File: src/rtl/hpc_pkg.sv
// Shared types and constants of the hopping phase controller.
package hpc_pkg;

   // Phase codes as they appear on the result channel.
   localparam logic [2:0] PH_LOADING     = 3'd0;
   localparam logic [2:0] PH_COMPRESSION = 3'd1;
   localparam logic [2:0] PH_THRUST      = 3'd2;
   localparam logic [2:0] PH_UNLOADING   = 3'd3;
   localparam logic [2:0] PH_FLIGHT      = 3'd4;

   // Torque mode codes.
   localparam logic [1:0] MODE_ZERO     = 2'd0;
   localparam logic [1:0] MODE_ATTITUDE = 2'd1;
   localparam logic [1:0] MODE_FLIGHT   = 2'd2;

   // Configuration register indexes.
   localparam int unsigned CSR_INDEX_W = 3;
   localparam int unsigned CSR_DATA_W  = 20;
   localparam logic [CSR_INDEX_W-1:0] CSR_REST_LENGTH      = 3'd0;
   localparam logic [CSR_INDEX_W-1:0] CSR_SWITCH_LENGTH    = 3'd1;
   localparam logic [CSR_INDEX_W-1:0] CSR_SPRING_STIFFNESS = 3'd2;
   localparam logic [CSR_INDEX_W-1:0] CSR_THRUST_FORCE     = 3'd3;
   localparam logic [CSR_INDEX_W-1:0] CSR_POSE_KP          = 3'd4;
   localparam logic [CSR_INDEX_W-1:0] CSR_POSE_KV          = 3'd5;
   localparam logic [CSR_INDEX_W-1:0] CSR_TICK_MS          = 3'd6;

   // Reset values of the configuration registers.
   localparam logic [15:0] RST_REST_LENGTH      = 16'd16384;
   localparam logic [15:0] RST_SWITCH_LENGTH    = 16'd14746;
   localparam logic [15:0] RST_SPRING_STIFFNESS = 16'd2500;
   localparam logic [19:0] RST_THRUST_FORCE     = 20'd51200;
   localparam logic [15:0] RST_POSE_KP          = 16'd3277;
   localparam logic [19:0] RST_POSE_KV          = 20'd102400;
   localparam logic [7:0]  RST_TICK_MS          = 8'd1;

   // Leg length held before the first request, 0.8 m in Q2.14.
   localparam logic [15:0] RST_LEG_PREV = 16'd13107;

   // Current configuration as seen by the front and back parts.
   typedef struct packed {
      logic [15:0] rest_length;
      logic [15:0] switch_length;
      logic [15:0] spring_stiffness;
      logic [19:0] thrust_force;
      logic [15:0] pose_kp;
      logic [19:0] pose_kv;
      logic [7:0]  tick_ms;
   } cfg_type;

   // One classified request, handed from the front part to the back part.
   typedef struct packed {
      logic [2:0]         phase;
      logic [1:0]         torque_mode;
      logic signed [16:0] spring_dx;
      logic signed [15:0] roll_angle;
      logic signed [15:0] pitch_angle;
      logic signed [16:0] roll_rate;
      logic signed [16:0] pitch_rate;
      logic [15:0]        stance_ms;
   } entry_type;

endpackage

File: src/rtl/hpc_front.sv
// Front part: accepts requests, updates the tick state and classifies each request.
module hpc_front
   import hpc_pkg::*;
(
   input  logic               clock,
   input  logic               reset,
   input  cfg_type            cfg,
   input  logic               req_fire,
   input  logic               req_foot_contact,
   input  logic [15:0]        req_leg_length,
   input  logic signed [15:0] req_roll_angle,
   input  logic signed [15:0] req_pitch_angle,
   output entry_type          entry
);

   typedef enum logic [4:0] {
      ST_LOADING     = 5'b00001,
      ST_COMPRESSION = 5'b00010,
      ST_THRUST      = 5'b00100,
      ST_UNLOADING   = 5'b01000,
      ST_FLIGHT      = 5'b10000
   } hop_state_type;

   hop_state_type      state_ff, state_in;
   logic [31:0]        clock_ms_ff, clock_ms_in;
   logic [31:0]        stance_start_ff, stance_start_in;
   logic [15:0]        last_stance_ff, last_stance_in;
   logic               contact_prev_ff;
   logic [15:0]        leg_prev_ff;
   logic signed [16:0] leg_rate_ff, leg_rate_in;
   logic signed [15:0] roll_prev_ff, pitch_prev_ff;
   logic signed [16:0] roll_rate_ff, roll_rate_in;
   logic signed [16:0] pitch_rate_ff, pitch_rate_in;

   logic signed [16:0] leg_diff, roll_diff, pitch_diff;
   logic signed [17:0] leg_sum, roll_sum, pitch_sum;
   logic [31:0]        stance_gap;
   logic [2:0]         phase_code;
   logic [1:0]         mode_code;

   // Millisecond clock and filtered rates: rate = floor((rate + diff) / 2).
   always_comb begin
      clock_ms_in   = clock_ms_ff + {24'd0, cfg.tick_ms};
      leg_diff      = $signed({1'b0, req_leg_length}) - $signed({1'b0, leg_prev_ff});
      roll_diff     = {req_roll_angle[15], req_roll_angle} - {roll_prev_ff[15], roll_prev_ff};
      pitch_diff    = {req_pitch_angle[15], req_pitch_angle}
                      - {pitch_prev_ff[15], pitch_prev_ff};
      leg_sum       = {leg_rate_ff[16], leg_rate_ff} + {leg_diff[16], leg_diff};
      roll_sum      = {roll_rate_ff[16], roll_rate_ff} + {roll_diff[16], roll_diff};
      pitch_sum     = {pitch_rate_ff[16], pitch_rate_ff} + {pitch_diff[16], pitch_diff};
      leg_rate_in   = leg_sum[17:1];
      roll_rate_in  = roll_sum[17:1];
      pitch_rate_in = pitch_sum[17:1];
   end

   // Stance timing on the contact edges, duration saturated to 16 bits.
   always_comb begin
      stance_start_in = stance_start_ff;
      last_stance_in  = last_stance_ff;
      stance_gap      = clock_ms_in - stance_start_ff;
      if (!contact_prev_ff && req_foot_contact) begin
         stance_start_in = clock_ms_in;
      end
      if (contact_prev_ff && !req_foot_contact) begin
         last_stance_in = (|stance_gap[31:16]) ? 16'hFFFF : stance_gap[15:0];
      end
   end

   // Hop phase state machine, driven by this request's leg length, foot contact and new leg rate.
   always_comb begin
      state_in = state_ff;
      case (state_ff)
         ST_LOADING: begin
            if (req_leg_length < cfg.switch_length) state_in = ST_COMPRESSION;
         end
         ST_COMPRESSION: begin
            if (leg_rate_in > 17'sd0) state_in = ST_THRUST;
         end
         ST_THRUST: begin
            if (req_leg_length > cfg.switch_length) state_in = ST_UNLOADING;
         end
         ST_UNLOADING: begin
            if (!req_foot_contact) state_in = ST_FLIGHT;
         end
         ST_FLIGHT: begin
            if (req_foot_contact) state_in = ST_LOADING;
         end
         default: begin
            state_in = ST_LOADING;
         end
      endcase
   end

   // Phase and torque mode codes of the new state.
   always_comb begin
      case (state_in)
         ST_LOADING: begin
            phase_code = PH_LOADING;
            mode_code  = MODE_ZERO;
         end
         ST_COMPRESSION: begin
            phase_code = PH_COMPRESSION;
            mode_code  = MODE_ATTITUDE;
         end
         ST_THRUST: begin
            phase_code = PH_THRUST;
            mode_code  = MODE_ATTITUDE;
         end
         ST_UNLOADING: begin
            phase_code = PH_UNLOADING;
            mode_code  = MODE_ZERO;
         end
         ST_FLIGHT: begin
            phase_code = PH_FLIGHT;
            mode_code  = MODE_FLIGHT;
         end
         default: begin
            phase_code = PH_LOADING;
            mode_code  = MODE_ZERO;
         end
      endcase
   end

   // Classified request written into the queue.
   always_comb begin
      entry.phase       = phase_code;
      entry.torque_mode = mode_code;
      entry.spring_dx   = $signed({1'b0, cfg.rest_length}) - $signed({1'b0, req_leg_length});
      entry.roll_angle  = req_roll_angle;
      entry.pitch_angle = req_pitch_angle;
      entry.roll_rate   = roll_rate_in;
      entry.pitch_rate  = pitch_rate_in;
      entry.stance_ms   = last_stance_in;
   end

   // Tick state, advanced once per accepted request.
   always_ff @(posedge clock) begin
      if (reset) begin
         state_ff        <= ST_LOADING;
         clock_ms_ff     <= '0;
         stance_start_ff <= '0;
         last_stance_ff  <= '0;
         contact_prev_ff <= 1'b0;
         leg_prev_ff     <= RST_LEG_PREV;
         leg_rate_ff     <= '0;
         roll_prev_ff    <= '0;
         pitch_prev_ff   <= '0;
         roll_rate_ff    <= '0;
         pitch_rate_ff   <= '0;
      end else if (req_fire) begin
         state_ff        <= state_in;
         clock_ms_ff     <= clock_ms_in;
         stance_start_ff <= stance_start_in;
         last_stance_ff  <= last_stance_in;
         contact_prev_ff <= req_foot_contact;
         leg_prev_ff     <= req_leg_length;
         leg_rate_ff     <= leg_rate_in;
         roll_prev_ff    <= req_roll_angle;
         pitch_prev_ff   <= req_pitch_angle;
         roll_rate_ff    <= roll_rate_in;
         pitch_rate_ff   <= pitch_rate_in;
      end
   end

endmodule

File: src/rtl/hpc_queue.sv
// Short queue of classified requests between the front and back parts.
module hpc_queue
   import hpc_pkg::*;
#(
   parameter int unsigned DEPTH = 2
) (
   input  logic      clock,
   input  logic      reset,
   input  logic      push,
   input  entry_type push_data,
   output logic      full,
   input  logic      pop,
   output logic      head_valid,
   output entry_type head_data
);

   localparam int unsigned PW = $clog2(DEPTH);
   localparam int unsigned CW = $clog2(DEPTH + 1);

   entry_type       slot_ff [DEPTH];
   logic [PW-1:0]   wr_ptr_ff, rd_ptr_ff;
   logic [CW-1:0]   count_ff;
   logic            do_push, do_pop;

   assign full       = (count_ff == CW'(DEPTH));
   assign head_valid = (count_ff != '0);
   assign head_data  = slot_ff[rd_ptr_ff];
   assign do_push    = push && !full;
   assign do_pop     = pop && head_valid;

   // Storage slots.
   always_ff @(posedge clock) begin
      if (do_push) begin
         slot_ff[wr_ptr_ff] <= push_data;
      end
   end

   // Pointers and fill count.
   always_ff @(posedge clock) begin
      if (reset) begin
         wr_ptr_ff <= '0;
         rd_ptr_ff <= '0;
         count_ff  <= '0;
      end else begin
         if (do_push) begin
            wr_ptr_ff <= (wr_ptr_ff == PW'(DEPTH - 1)) ? '0 : wr_ptr_ff + 1'b1;
         end
         if (do_pop) begin
            rd_ptr_ff <= (rd_ptr_ff == PW'(DEPTH - 1)) ? '0 : rd_ptr_ff + 1'b1;
         end
         if (do_push && !do_pop) begin
            count_ff <= count_ff + 1'b1;
         end else if (do_pop && !do_push) begin
            count_ff <= count_ff - 1'b1;
         end
      end
   end

endmodule

File: src/rtl/hpc_back.sv
// Back part: spring force and attitude torques on two shared multipliers, output register.
module hpc_back
   import hpc_pkg::*;
(
   input  logic               clock,
   input  logic               reset,
   input  cfg_type            cfg,
   input  logic               head_valid,
   input  entry_type          head,
   output logic               pop,
   output logic               rsp_valid,
   input  logic               rsp_ready,
   output logic [2:0]         rsp_phase,
   output logic signed [27:0] rsp_spring_force,
   output logic signed [23:0] rsp_roll_torque,
   output logic signed [23:0] rsp_pitch_torque,
   output logic [1:0]         rsp_torque_mode,
   output logic [15:0]        rsp_stance_ms
);

   localparam logic [1:0] STEP_LAST = 2'd3;

   logic [1:0]         step_ff;
   logic               advance, out_free, last_step;
   logic signed [20:0] m0_a, m1_a;
   logic signed [16:0] m0_b, m1_b;
   logic signed [37:0] p0_ff, p1_ff, roll_acc_ff, pitch_acc_ff;
   logic signed [27:0] force_ff;
   logic signed [23:0] roll_tq_ff;
   logic signed [38:0] force_sum, roll_sum, pitch_sum;
   logic signed [26:0] roll_shift, pitch_shift;
   logic signed [27:0] force_sat;
   logic signed [23:0] roll_sat, pitch_sat;

   logic               rsp_valid_ff;
   logic [2:0]         phase_ff;
   logic signed [27:0] spring_force_ff;
   logic signed [23:0] roll_torque_ff, pitch_torque_ff;
   logic [1:0]         torque_mode_ff;
   logic [15:0]        stance_ms_ff;

   assign out_free  = !rsp_valid_ff || rsp_ready;
   assign last_step = (step_ff == STEP_LAST);
   assign advance   = head_valid && (!last_step || out_free);
   assign pop       = head_valid && last_step && out_free;

   // Operand selection for both multipliers per step.
   always_comb begin
      case (step_ff)
         2'd0: begin
            m0_a = $signed({5'd0, cfg.spring_stiffness});
            m0_b = head.spring_dx;
            m1_a = $signed({5'd0, cfg.pose_kp});
            m1_b = {head.roll_angle[15], head.roll_angle};
         end
         2'd1: begin
            m0_a = $signed({1'b0, cfg.pose_kv});
            m0_b = head.roll_rate;
            m1_a = $signed({5'd0, cfg.pose_kp});
            m1_b = {head.pitch_angle[15], head.pitch_angle};
         end
         default: begin
            m0_a = $signed({1'b0, cfg.pose_kv});
            m0_b = head.pitch_rate;
            m1_a = $signed({5'd0, cfg.pose_kp});
            m1_b = {head.pitch_angle[15], head.pitch_angle};
         end
      endcase
   end

   // Force: floor(product / 64) plus thrust in the thrust phase, saturated to 28 bits.
   always_comb begin
      force_sum = 39'(p0_ff >>> 6);
      if (head.phase == PH_THRUST) begin
         force_sum = force_sum + $signed({19'd0, cfg.thrust_force});
      end
      if (force_sum > 39'sd134217727) begin
         force_sat = 28'sh7FFFFFF;
      end else if (force_sum < -39'sd134217728) begin
         force_sat = -28'sh8000000;
      end else begin
         force_sat = force_sum[27:0];
      end
   end

   // Torques: floor((kp * angle + kv * rate) / 4096), saturated to 24 bits.
   always_comb begin
      roll_sum    = {roll_acc_ff[37], roll_acc_ff} + {p0_ff[37], p0_ff};
      pitch_sum   = {pitch_acc_ff[37], pitch_acc_ff} + {p0_ff[37], p0_ff};
      roll_shift  = roll_sum[38:12];
      pitch_shift = pitch_sum[38:12];
      if (roll_shift > 27'sd8388607) begin
         roll_sat = 24'sh7FFFFF;
      end else if (roll_shift < -27'sd8388608) begin
         roll_sat = -24'sh800000;
      end else begin
         roll_sat = roll_shift[23:0];
      end
      if (pitch_shift > 27'sd8388607) begin
         pitch_sat = 24'sh7FFFFF;
      end else if (pitch_shift < -27'sd8388608) begin
         pitch_sat = -24'sh800000;
      end else begin
         pitch_sat = pitch_shift[23:0];
      end
   end

   // Step counter of the back part.
   always_ff @(posedge clock) begin
      if (reset) begin
         step_ff <= '0;
      end else if (advance) begin
         step_ff <= step_ff + 1'b1;
      end
   end

   // Product registers and partial results.
   always_ff @(posedge clock) begin
      if (advance) begin
         p0_ff <= 38'(m0_a * m0_b);
         p1_ff <= 38'(m1_a * m1_b);
         case (step_ff)
            2'd1: begin
               force_ff    <= force_sat;
               roll_acc_ff <= p1_ff;
            end
            2'd2: begin
               roll_tq_ff   <= roll_sat;
               pitch_acc_ff <= p1_ff;
            end
            default: begin
            end
         endcase
      end
   end

   // Output register; torques are forced to zero outside attitude hold.
   always_ff @(posedge clock) begin
      if (reset) begin
         rsp_valid_ff <= 1'b0;
      end else if (pop) begin
         rsp_valid_ff <= 1'b1;
      end else if (rsp_ready) begin
         rsp_valid_ff <= 1'b0;
      end
   end

   always_ff @(posedge clock) begin
      if (pop) begin
         phase_ff        <= head.phase;
         spring_force_ff <= force_ff;
         torque_mode_ff  <= head.torque_mode;
         stance_ms_ff    <= head.stance_ms;
         if (head.torque_mode == MODE_ATTITUDE) begin
            roll_torque_ff  <= roll_tq_ff;
            pitch_torque_ff <= pitch_sat;
         end else begin
            roll_torque_ff  <= '0;
            pitch_torque_ff <= '0;
         end
      end
   end

   assign rsp_valid        = rsp_valid_ff;
   assign rsp_phase        = phase_ff;
   assign rsp_spring_force = spring_force_ff;
   assign rsp_roll_torque  = roll_torque_ff;
   assign rsp_pitch_torque = pitch_torque_ff;
   assign rsp_torque_mode  = torque_mode_ff;
   assign rsp_stance_ms    = stance_ms_ff;

endmodule

File: src/rtl/hopping_phase_controller.sv
// A response is registered once its request has passed the queue and the back part, given a free output.
// The back part takes one request at a time through the four steps of the two shared multipliers.
// A request is accepted while the queue has room, also while a response waits to be taken.
// Reset (synchronous, active high) restores the configuration defaults, puts the hop phase
// in loading with clocks and rates cleared, and empties the queue and the output register.
module hopping_phase_controller
   import hpc_pkg::*;
#(
   parameter int unsigned QUEUE_DEPTH = 2
) (
   input  logic                   clock,
   input  logic                   reset,
   input  logic                   req_valid,
   output logic                   req_ready,
   input  logic                   req_foot_contact,
   input  logic [15:0]            req_leg_length,
   input  logic signed [15:0]     req_roll_angle,
   input  logic signed [15:0]     req_pitch_angle,
   output logic                   rsp_valid,
   input  logic                   rsp_ready,
   output logic [2:0]             rsp_phase,
   output logic signed [27:0]     rsp_spring_force,
   output logic signed [23:0]     rsp_roll_torque,
   output logic signed [23:0]     rsp_pitch_torque,
   output logic [1:0]             rsp_torque_mode,
   output logic [15:0]            rsp_stance_ms,
   input  logic                   csr_write_enable,
   input  logic [CSR_INDEX_W-1:0] csr_index,
   input  logic [CSR_DATA_W-1:0]  csr_wdata
);

   cfg_type   cfg_ff;
   entry_type front_entry, head_entry;
   logic      queue_full, head_valid, head_pop, req_fire;

   assign req_ready = !queue_full;
   assign req_fire  = req_valid && req_ready;

   // Configuration registers; unknown indexes are ignored.
   always_ff @(posedge clock) begin
      if (reset) begin
         cfg_ff.rest_length      <= RST_REST_LENGTH;
         cfg_ff.switch_length    <= RST_SWITCH_LENGTH;
         cfg_ff.spring_stiffness <= RST_SPRING_STIFFNESS;
         cfg_ff.thrust_force     <= RST_THRUST_FORCE;
         cfg_ff.pose_kp          <= RST_POSE_KP;
         cfg_ff.pose_kv          <= RST_POSE_KV;
         cfg_ff.tick_ms          <= RST_TICK_MS;
      end else if (csr_write_enable) begin
         case (csr_index)
            CSR_REST_LENGTH:      cfg_ff.rest_length      <= csr_wdata[15:0];
            CSR_SWITCH_LENGTH:    cfg_ff.switch_length    <= csr_wdata[15:0];
            CSR_SPRING_STIFFNESS: cfg_ff.spring_stiffness <= csr_wdata[15:0];
            CSR_THRUST_FORCE:     cfg_ff.thrust_force     <= csr_wdata[19:0];
            CSR_POSE_KP:          cfg_ff.pose_kp          <= csr_wdata[15:0];
            CSR_POSE_KV:          cfg_ff.pose_kv          <= csr_wdata[19:0];
            CSR_TICK_MS:          cfg_ff.tick_ms          <= csr_wdata[7:0];
            default: begin
            end
         endcase
      end
   end

   // Front part: tick state and classification.
   hpc_front u_front (
      .clock            (clock),
      .reset            (reset),
      .cfg              (cfg_ff),
      .req_fire         (req_fire),
      .req_foot_contact (req_foot_contact),
      .req_leg_length   (req_leg_length),
      .req_roll_angle   (req_roll_angle),
      .req_pitch_angle  (req_pitch_angle),
      .entry            (front_entry)
   );

   // Queue between the two parts.
   hpc_queue #(
      .DEPTH (QUEUE_DEPTH)
   ) u_queue (
      .clock      (clock),
      .reset      (reset),
      .push       (req_fire),
      .push_data  (front_entry),
      .full       (queue_full),
      .pop        (head_pop),
      .head_valid (head_valid),
      .head_data  (head_entry)
   );

   // Back part: force and torque arithmetic.
   hpc_back u_back (
      .clock            (clock),
      .reset            (reset),
      .cfg              (cfg_ff),
      .head_valid       (head_valid),
      .head             (head_entry),
      .pop              (head_pop),
      .rsp_valid        (rsp_valid),
      .rsp_ready        (rsp_ready),
      .rsp_phase        (rsp_phase),
      .rsp_spring_force (rsp_spring_force),
      .rsp_roll_torque  (rsp_roll_torque),
      .rsp_pitch_torque (rsp_pitch_torque),
      .rsp_torque_mode  (rsp_torque_mode),
      .rsp_stance_ms    (rsp_stance_ms)
   );

endmodule

File: config.mk
export PLATFORM = sky130hd
export DESIGN_NAME = hopping_phase_controller
export DESIGN_NICKNAME = d
export VERILOG_FILES = /design/src/rtl/hpc_pkg.sv /design/src/rtl/hpc_front.sv /design/src/rtl/hpc_queue.sv /design/src/rtl/hpc_back.sv /design/src/rtl/hopping_phase_controller.sv
export SDC_FILE = /design/constraint.sdc
export NUM_CORES = 2
export LEC_CHECK = 0
export BUFFER_PORTS_ARGS = -buffer_cell sky130_fd_sc_hd__buf_2
export CAP_MARGIN = 20
export CORE_MARGIN = 2
export CORE_UTILIZATION = 37
export CTS_CLUSTER_DIAMETER = 30
export DETAILED_ROUTE_END_ITERATION = 8
export MAX_ROUTING_LAYER = met4
export SLEW_MARGIN = 20
export SYNTH_ARGS = -nofsm -noshare
export SYNTH_HDL_FRONTEND = slang
export SYNTH_HIERARCHICAL = 1
export SYNTH_SLANG_ARGS = --single-unit
File: constraint.sdc
create_clock -name clock -period 15.85 [get_ports clock]
set_clock_uncertainty 0.2 [all_clocks]
set_input_delay 0.7925 -clock clock [delete_from_list [all_inputs] [get_ports clock]]
set_output_delay 0.7925 -clock clock [all_outputs]
set_load 0.05 [all_outputs]
Word-level counts from Yosys, hierarchy flattened
Memory sizes are Yosys's and may differ from the RTL's. A register that Yosys moved wholly into a read port is not among the register bits.
Index checks and enable logic that the tools add are counted.
Word-level totals
  bits in registers: 605
  bits in writable memories: 208
  input bits: 77
  output and inout port bits: 99
  logic and storage cells: 152
  memories kept: 1
Cells by class
  add/subtract/negate cells: 17
  multiply operators: 2
  $lt $le $gt $ge: 9
  equality and inequality tests: 21
  mux-type cells: 28
  bitwise operators: 1
  reductions and logical operators: 37
Memory list
  u_queue.slot_ff: words 2, width 104, rd ports 1, clocked after memory_dff 1, wr ports 1, line hpc_queue.sv:20  | entry_type slot_ff [DEPTH];
Operator list (number)
  $add A38 B38 Y39: 2
  $sub A16 B16 Y17: 4
  $add A17 B17 Y18: 3
  $gt A27 B24 Y1 const B: 2
  $lt A27 B24 Y1 const B: 2
  $mux W24: 2
  $gt A39 B28 Y1 const B: 1
  $lt A39 B28 Y1 const B: 1
  $mux W39: 1
  $mul A21 B17 Y38: 1
  $mul A17 B17 Y34: 1
  $pmux W17 S2: 1
  $add A32 B21 Y33: 1
  $add A32 B8 Y32: 1
  $mux W16: 2
  $sub A32 B32 Y32: 1
  $mux W28: 1
  $mux W5: 5
  $pmux W5 S5: 1
  $mux W23: 1
  $mux W20: 1
  $reduce_and A2 Y1: 10
  $gt A17 B1 Y1 const B: 1
  $mux W17: 1
  other kinds (28): 68

Logic depth before layout (Yosys ltp)
  word-level depth: 8
  gate-level depth with buffers: 33
  mapped depth without buffers: 29

Cells and area by module
The synthesis kept the hierarchy.
By module, submodules not included
  hpc_back: times used 1, cells each 3498, area each 35016.1 µm², seq. area each 8738.4 µm²
  hpc_front: times used 1, cells each 1906, area each 14930.6 µm², seq. area each 3703.6 µm²
  hpc_queue: times used 1, cells each 349, area each 7976.4 µm², seq. area each 6346.1 µm²
  hopping_phase_controller: times used 1, cells each 417, area each 4523.1 µm², seq. area each 2242.2 µm²

Least setup slack after synthesis
Ideal clock, no wire load.
  path kind: register -> register
  start point: register u_back.step_ff[0]
  end point: register u_back.p0_ff[34] (data pin)
  library setup time: 258 ps
  data arrival time: 7623 ps
  required time: 15392 ps
  path slack: 7769 ps
  stages on the path, launching flop included: 29
  path buffers: 3
  period minus slack after synthesis: 8081 ps
  path through: dfxtp_1 -> inv_1 -> ha_1 -> clkbuf_1 -> clkbuf_1 -> buf_1 -> mux2i_1 -> nor2_1 -> fa_1 -> inv_1 -> fa_1 -> inv_1 -> fa_1 -> fa_1 -> fa_1 -> inv_1 -> fa_1 -> inv_1 -> ha_1 -> a21o_1 -> a21o_1 -> a21oi_1 -> o21a_1 -> o21ai_0 -> o41ai_1 -> o21ai_1 -> a221o_1 -> a21oi_1 -> xnor2_1
Between the ends
  word-level cells in the longest chain between the ends: 3
  elaborated cells on any way between the ends: 5
  those cells by class: mul (1); eq/ne (1); mux (2); reduce/logical (1)
RTL lines
  start, declared: line hpc_back.sv:23  | logic [1:0] step_ff;
  start signal, assigned: line hpc_back.sv:113  | step_ff <= step_ff + 1'b1;
  $eq A2 B1 Y1 / $logic_not A2 Y1 (equally long branches): line hpc_back.sv:49  | case (step_ff)
  $pmux W17 S2 / $mux W20 (equally long branches): line hpc_back.sv:49
  $mul A21 B17 Y38 *: line hpc_back.sv:120  | p0_ff <= 38'(m0_a * m0_b);
  end signal, assigned: line hpc_back.sv:120
  end, declared: line hpc_back.sv:27  | logic signed [37:0] p0_ff, p1_ff, roll_acc_ff, pitch_acc_ff;
Every way passes the cells marked *; elsewhere a longest branch is shown, timed or not.
A chain may end at the register's enable or synchronous reset.

==> results.md <==
- Worst min path class: input pin to register
- Port Buf Inserts: around 180
- RePlAce Congestion: between 0.9 and 1
- Syn. warnings: 6
- First-pass GRT wire length: roughly 270000 um
- Worst-Margin Slew: ~1200 ps
- WP data required: roughly 16000 ps
- Minimum hold slack: 40.1 ps
- Syn nets: 7264
- Worst Path Buf+Inv: 4
- Synth unique cells: 103
- Fillcell total: roughly 16000
- Most common cell after layout, fill and taps aside: inv_1
- Area grow syn2layout: 15.4%
- Number of remaining DRC errors: 0
- Post-DP HPWL: between 100000 and 150000 um
- Io pins: roughly 180
- Drt pass-1 iters: 6
- Clk buf depth: 3
- Antenna violations before repair: 36
- Initial core utilization: 0.373
- Final setup margin: around 6700 ps
- Drt wl/cell: around 20 um
- Clk sinks: 802
- Core Footprint: approximately 170000 um^2
- Main synth FF type: edfxtp_1
- Most frequent cells in the layout: 841 x inv_1, 522 x nor2_1, 518 x fa_1
- Synth async-reset ratio: 0
- Reg2reg path depth: 26
- Final-report hold violation count: 0
- Clock slew at reported path FFs: about 50 ps
- Drt initial violations: approximately 3300
- Vias per inst: approximately 5.1
- Vias: 44300
- Layout cells sized above 1: 0.116
- Sequential area share after synthesis: 0.337
- Worst stage delay on the critical path: 660 ps
- GR Util All Layers: 0.208
- Status: finished clean
- Mapped cell area: approximately 62000 um^2
- Top cells by area, synth: edfxtp_1 24%, fa_1 17%, ha_1 10%
- Yosys top cell area share: 0.239
- Startpoint types: register
- Crit path time final: ~9100 ps
- Clock buffer count from CTS: about 190
- Slew Limit Fails: 0
- Mean post-synth cell area: slightly above 10 um^2
- Total wire length: roughly 170000 um
- Pre-CTS setup slack: between 6000 and 7000 ps
- Crit. End Element: register
- Period utilization: 0.576
- Die Wd: roughly 410 um
- Max cap viols: 0
- F_max: between 0.1 and 0.15 GHz
- Overflow after GRT: 0
- Fin Setup TNS: 0 ps
- Hold path cells: 1
- Number of synthesized flops with an enable pin: 497
- Critical path depth: 26
- CP Class: register to register
- Die Y: a little over 400 um
- Family with the most delay on the worst path: adder cells
- Final nets: about 7400
- Final Setup Violations: 0
- RSZ-0062 raised after global routing: no
- Synth Register Bits: 802
- Row cnt: 150
- Clock latency on the worst-skew pair: around 810 ps
- Detail Route Antenna Nets: 0
- Largest net degree at the start of global routing: around 130
- Crit-path slowest cell: buf_4
- Vias in the first global route: 44300
- Crit-path max FO: 43
- CP dominant cell by count: fa_1
- WP data arrival: between 9000 and 10000 ps
- Rel. slew slack: 0.167
- Die ar.: 172000 um^2
- Cts repair resizes: 0
- Clock root buffer: clkbuf_16
- Top cell type by total area after synthesis: edfxtp_1
- TritonCTS clock tree: yes
- Cell count after synthesis: ~6000
- Htree depth: 4
==> path summary, 6_finish.rpt <==
kind                                                       start                              endpoint  slack [ps]
worst max register to register                          register            u_back/p0_ff[34]$_DFFE_PP_        6730
worst min-delay path                          req_pitch_angle[7]      u_queue/slot_ff[1][57]$_DFFE_PP_          40
worst min register to register  u_back/force_ff[8]$_SDFFCE_PN1P_  u_back/rsp_spring_force[8]$_DFFE_PP_         220
worst max-delay path                                    register            u_back/p0_ff[34]$_DFFE_PP_        6730
==> repair_timing <==
item                      in CTS  in global routing
buffers inserted               0                  0
hold endpoints to repair       7                  0
hold buffers                   4                  0
==> per-layer routing <==
metal  routed length (um)  track usage  vias up
met5                    0            -        -
met4                 4810       0.0651        0
met3                10000       0.0349      263
met2                80600        0.325     1230
met1                79300        0.274    21700
li1                     -            -    21100
==> cells in the mapped netlist (47+ instances only) <==
library cell	count
xor2_1	102
and2_1	106
edfxtp_1	497
inv_1	842
xnor2_1	152
nand2b_1	152
mux2_2	71
nor3_1	58
fa_1	518
o21a_1	54
clkbuf_1	151
nand2_1	517
nand3_1	63
mux2i_1	231
nor2b_1	134
a21o_1	108
a211oi_1	51
dfxtp_1	305
o21ai_1	47
nor2_1	523
o21ai_0	182
a21oi_1	244
mux2_4	60
ha_1	499
==> cells by family (layout without fill, tap and decap cells) <==
family	after synthesis	in the layout	synth area share
AOI/OAI and AO/OA	923	923	0.0953
xor gates and xnor gates	254	254	0.0356
adders and majority gates	1017	1017	0.266
buffers and inverters	1091	1437	0.0708
DFF	802	802	0.337
muxes	362	362	0.0643
other	0	23	0
and+or+nand+nor	1721	1721	0.131
==> layout make-up <==
type	instances	area, um^2	share of cell area
antenna	23	57.6	0.000799
clock buffer	227	4970	0.0690
clock inverter	125	1580	0.0220
inverter	842	3160	0.0439
multi-input combinational	4277	37100	0.515
sequential	802	21000	0.292
tap	2204	2760	0.0383
timing repair buffer	243	1420	0.0197
==> registers in the layout (all words and copies together) (netlist names), 28 cells and up, named ones only <==
register / cells
u_back/rsp_spring_force: 28
cfg_ff: 112
u_back/force_ff: 28
u_back/roll_acc_ff: 34
u_back/p0_ff: 38
u_back/pitch_acc_ff: 34
u_queue/slot_ff: 208
u_front/stance_start_ff: 32
u_front/clock_ms_ff: 32
u_back/p1_ff: 34
==> metrics by stage <==
stage                     instance area, um^2  utilization  std cells
after CTS                               72000        0.430       8720
after global placement                  65400        0.391       8364
after floorplan                         62400            -       6170
final                                   72100        0.431       8743
after detailed placement                65400        0.391       8364
after global routing                    72100        0.430       8742
Power is not shown: default switching activity piles up to over one toggle a cycle in this logic, so the estimate is an artifact.
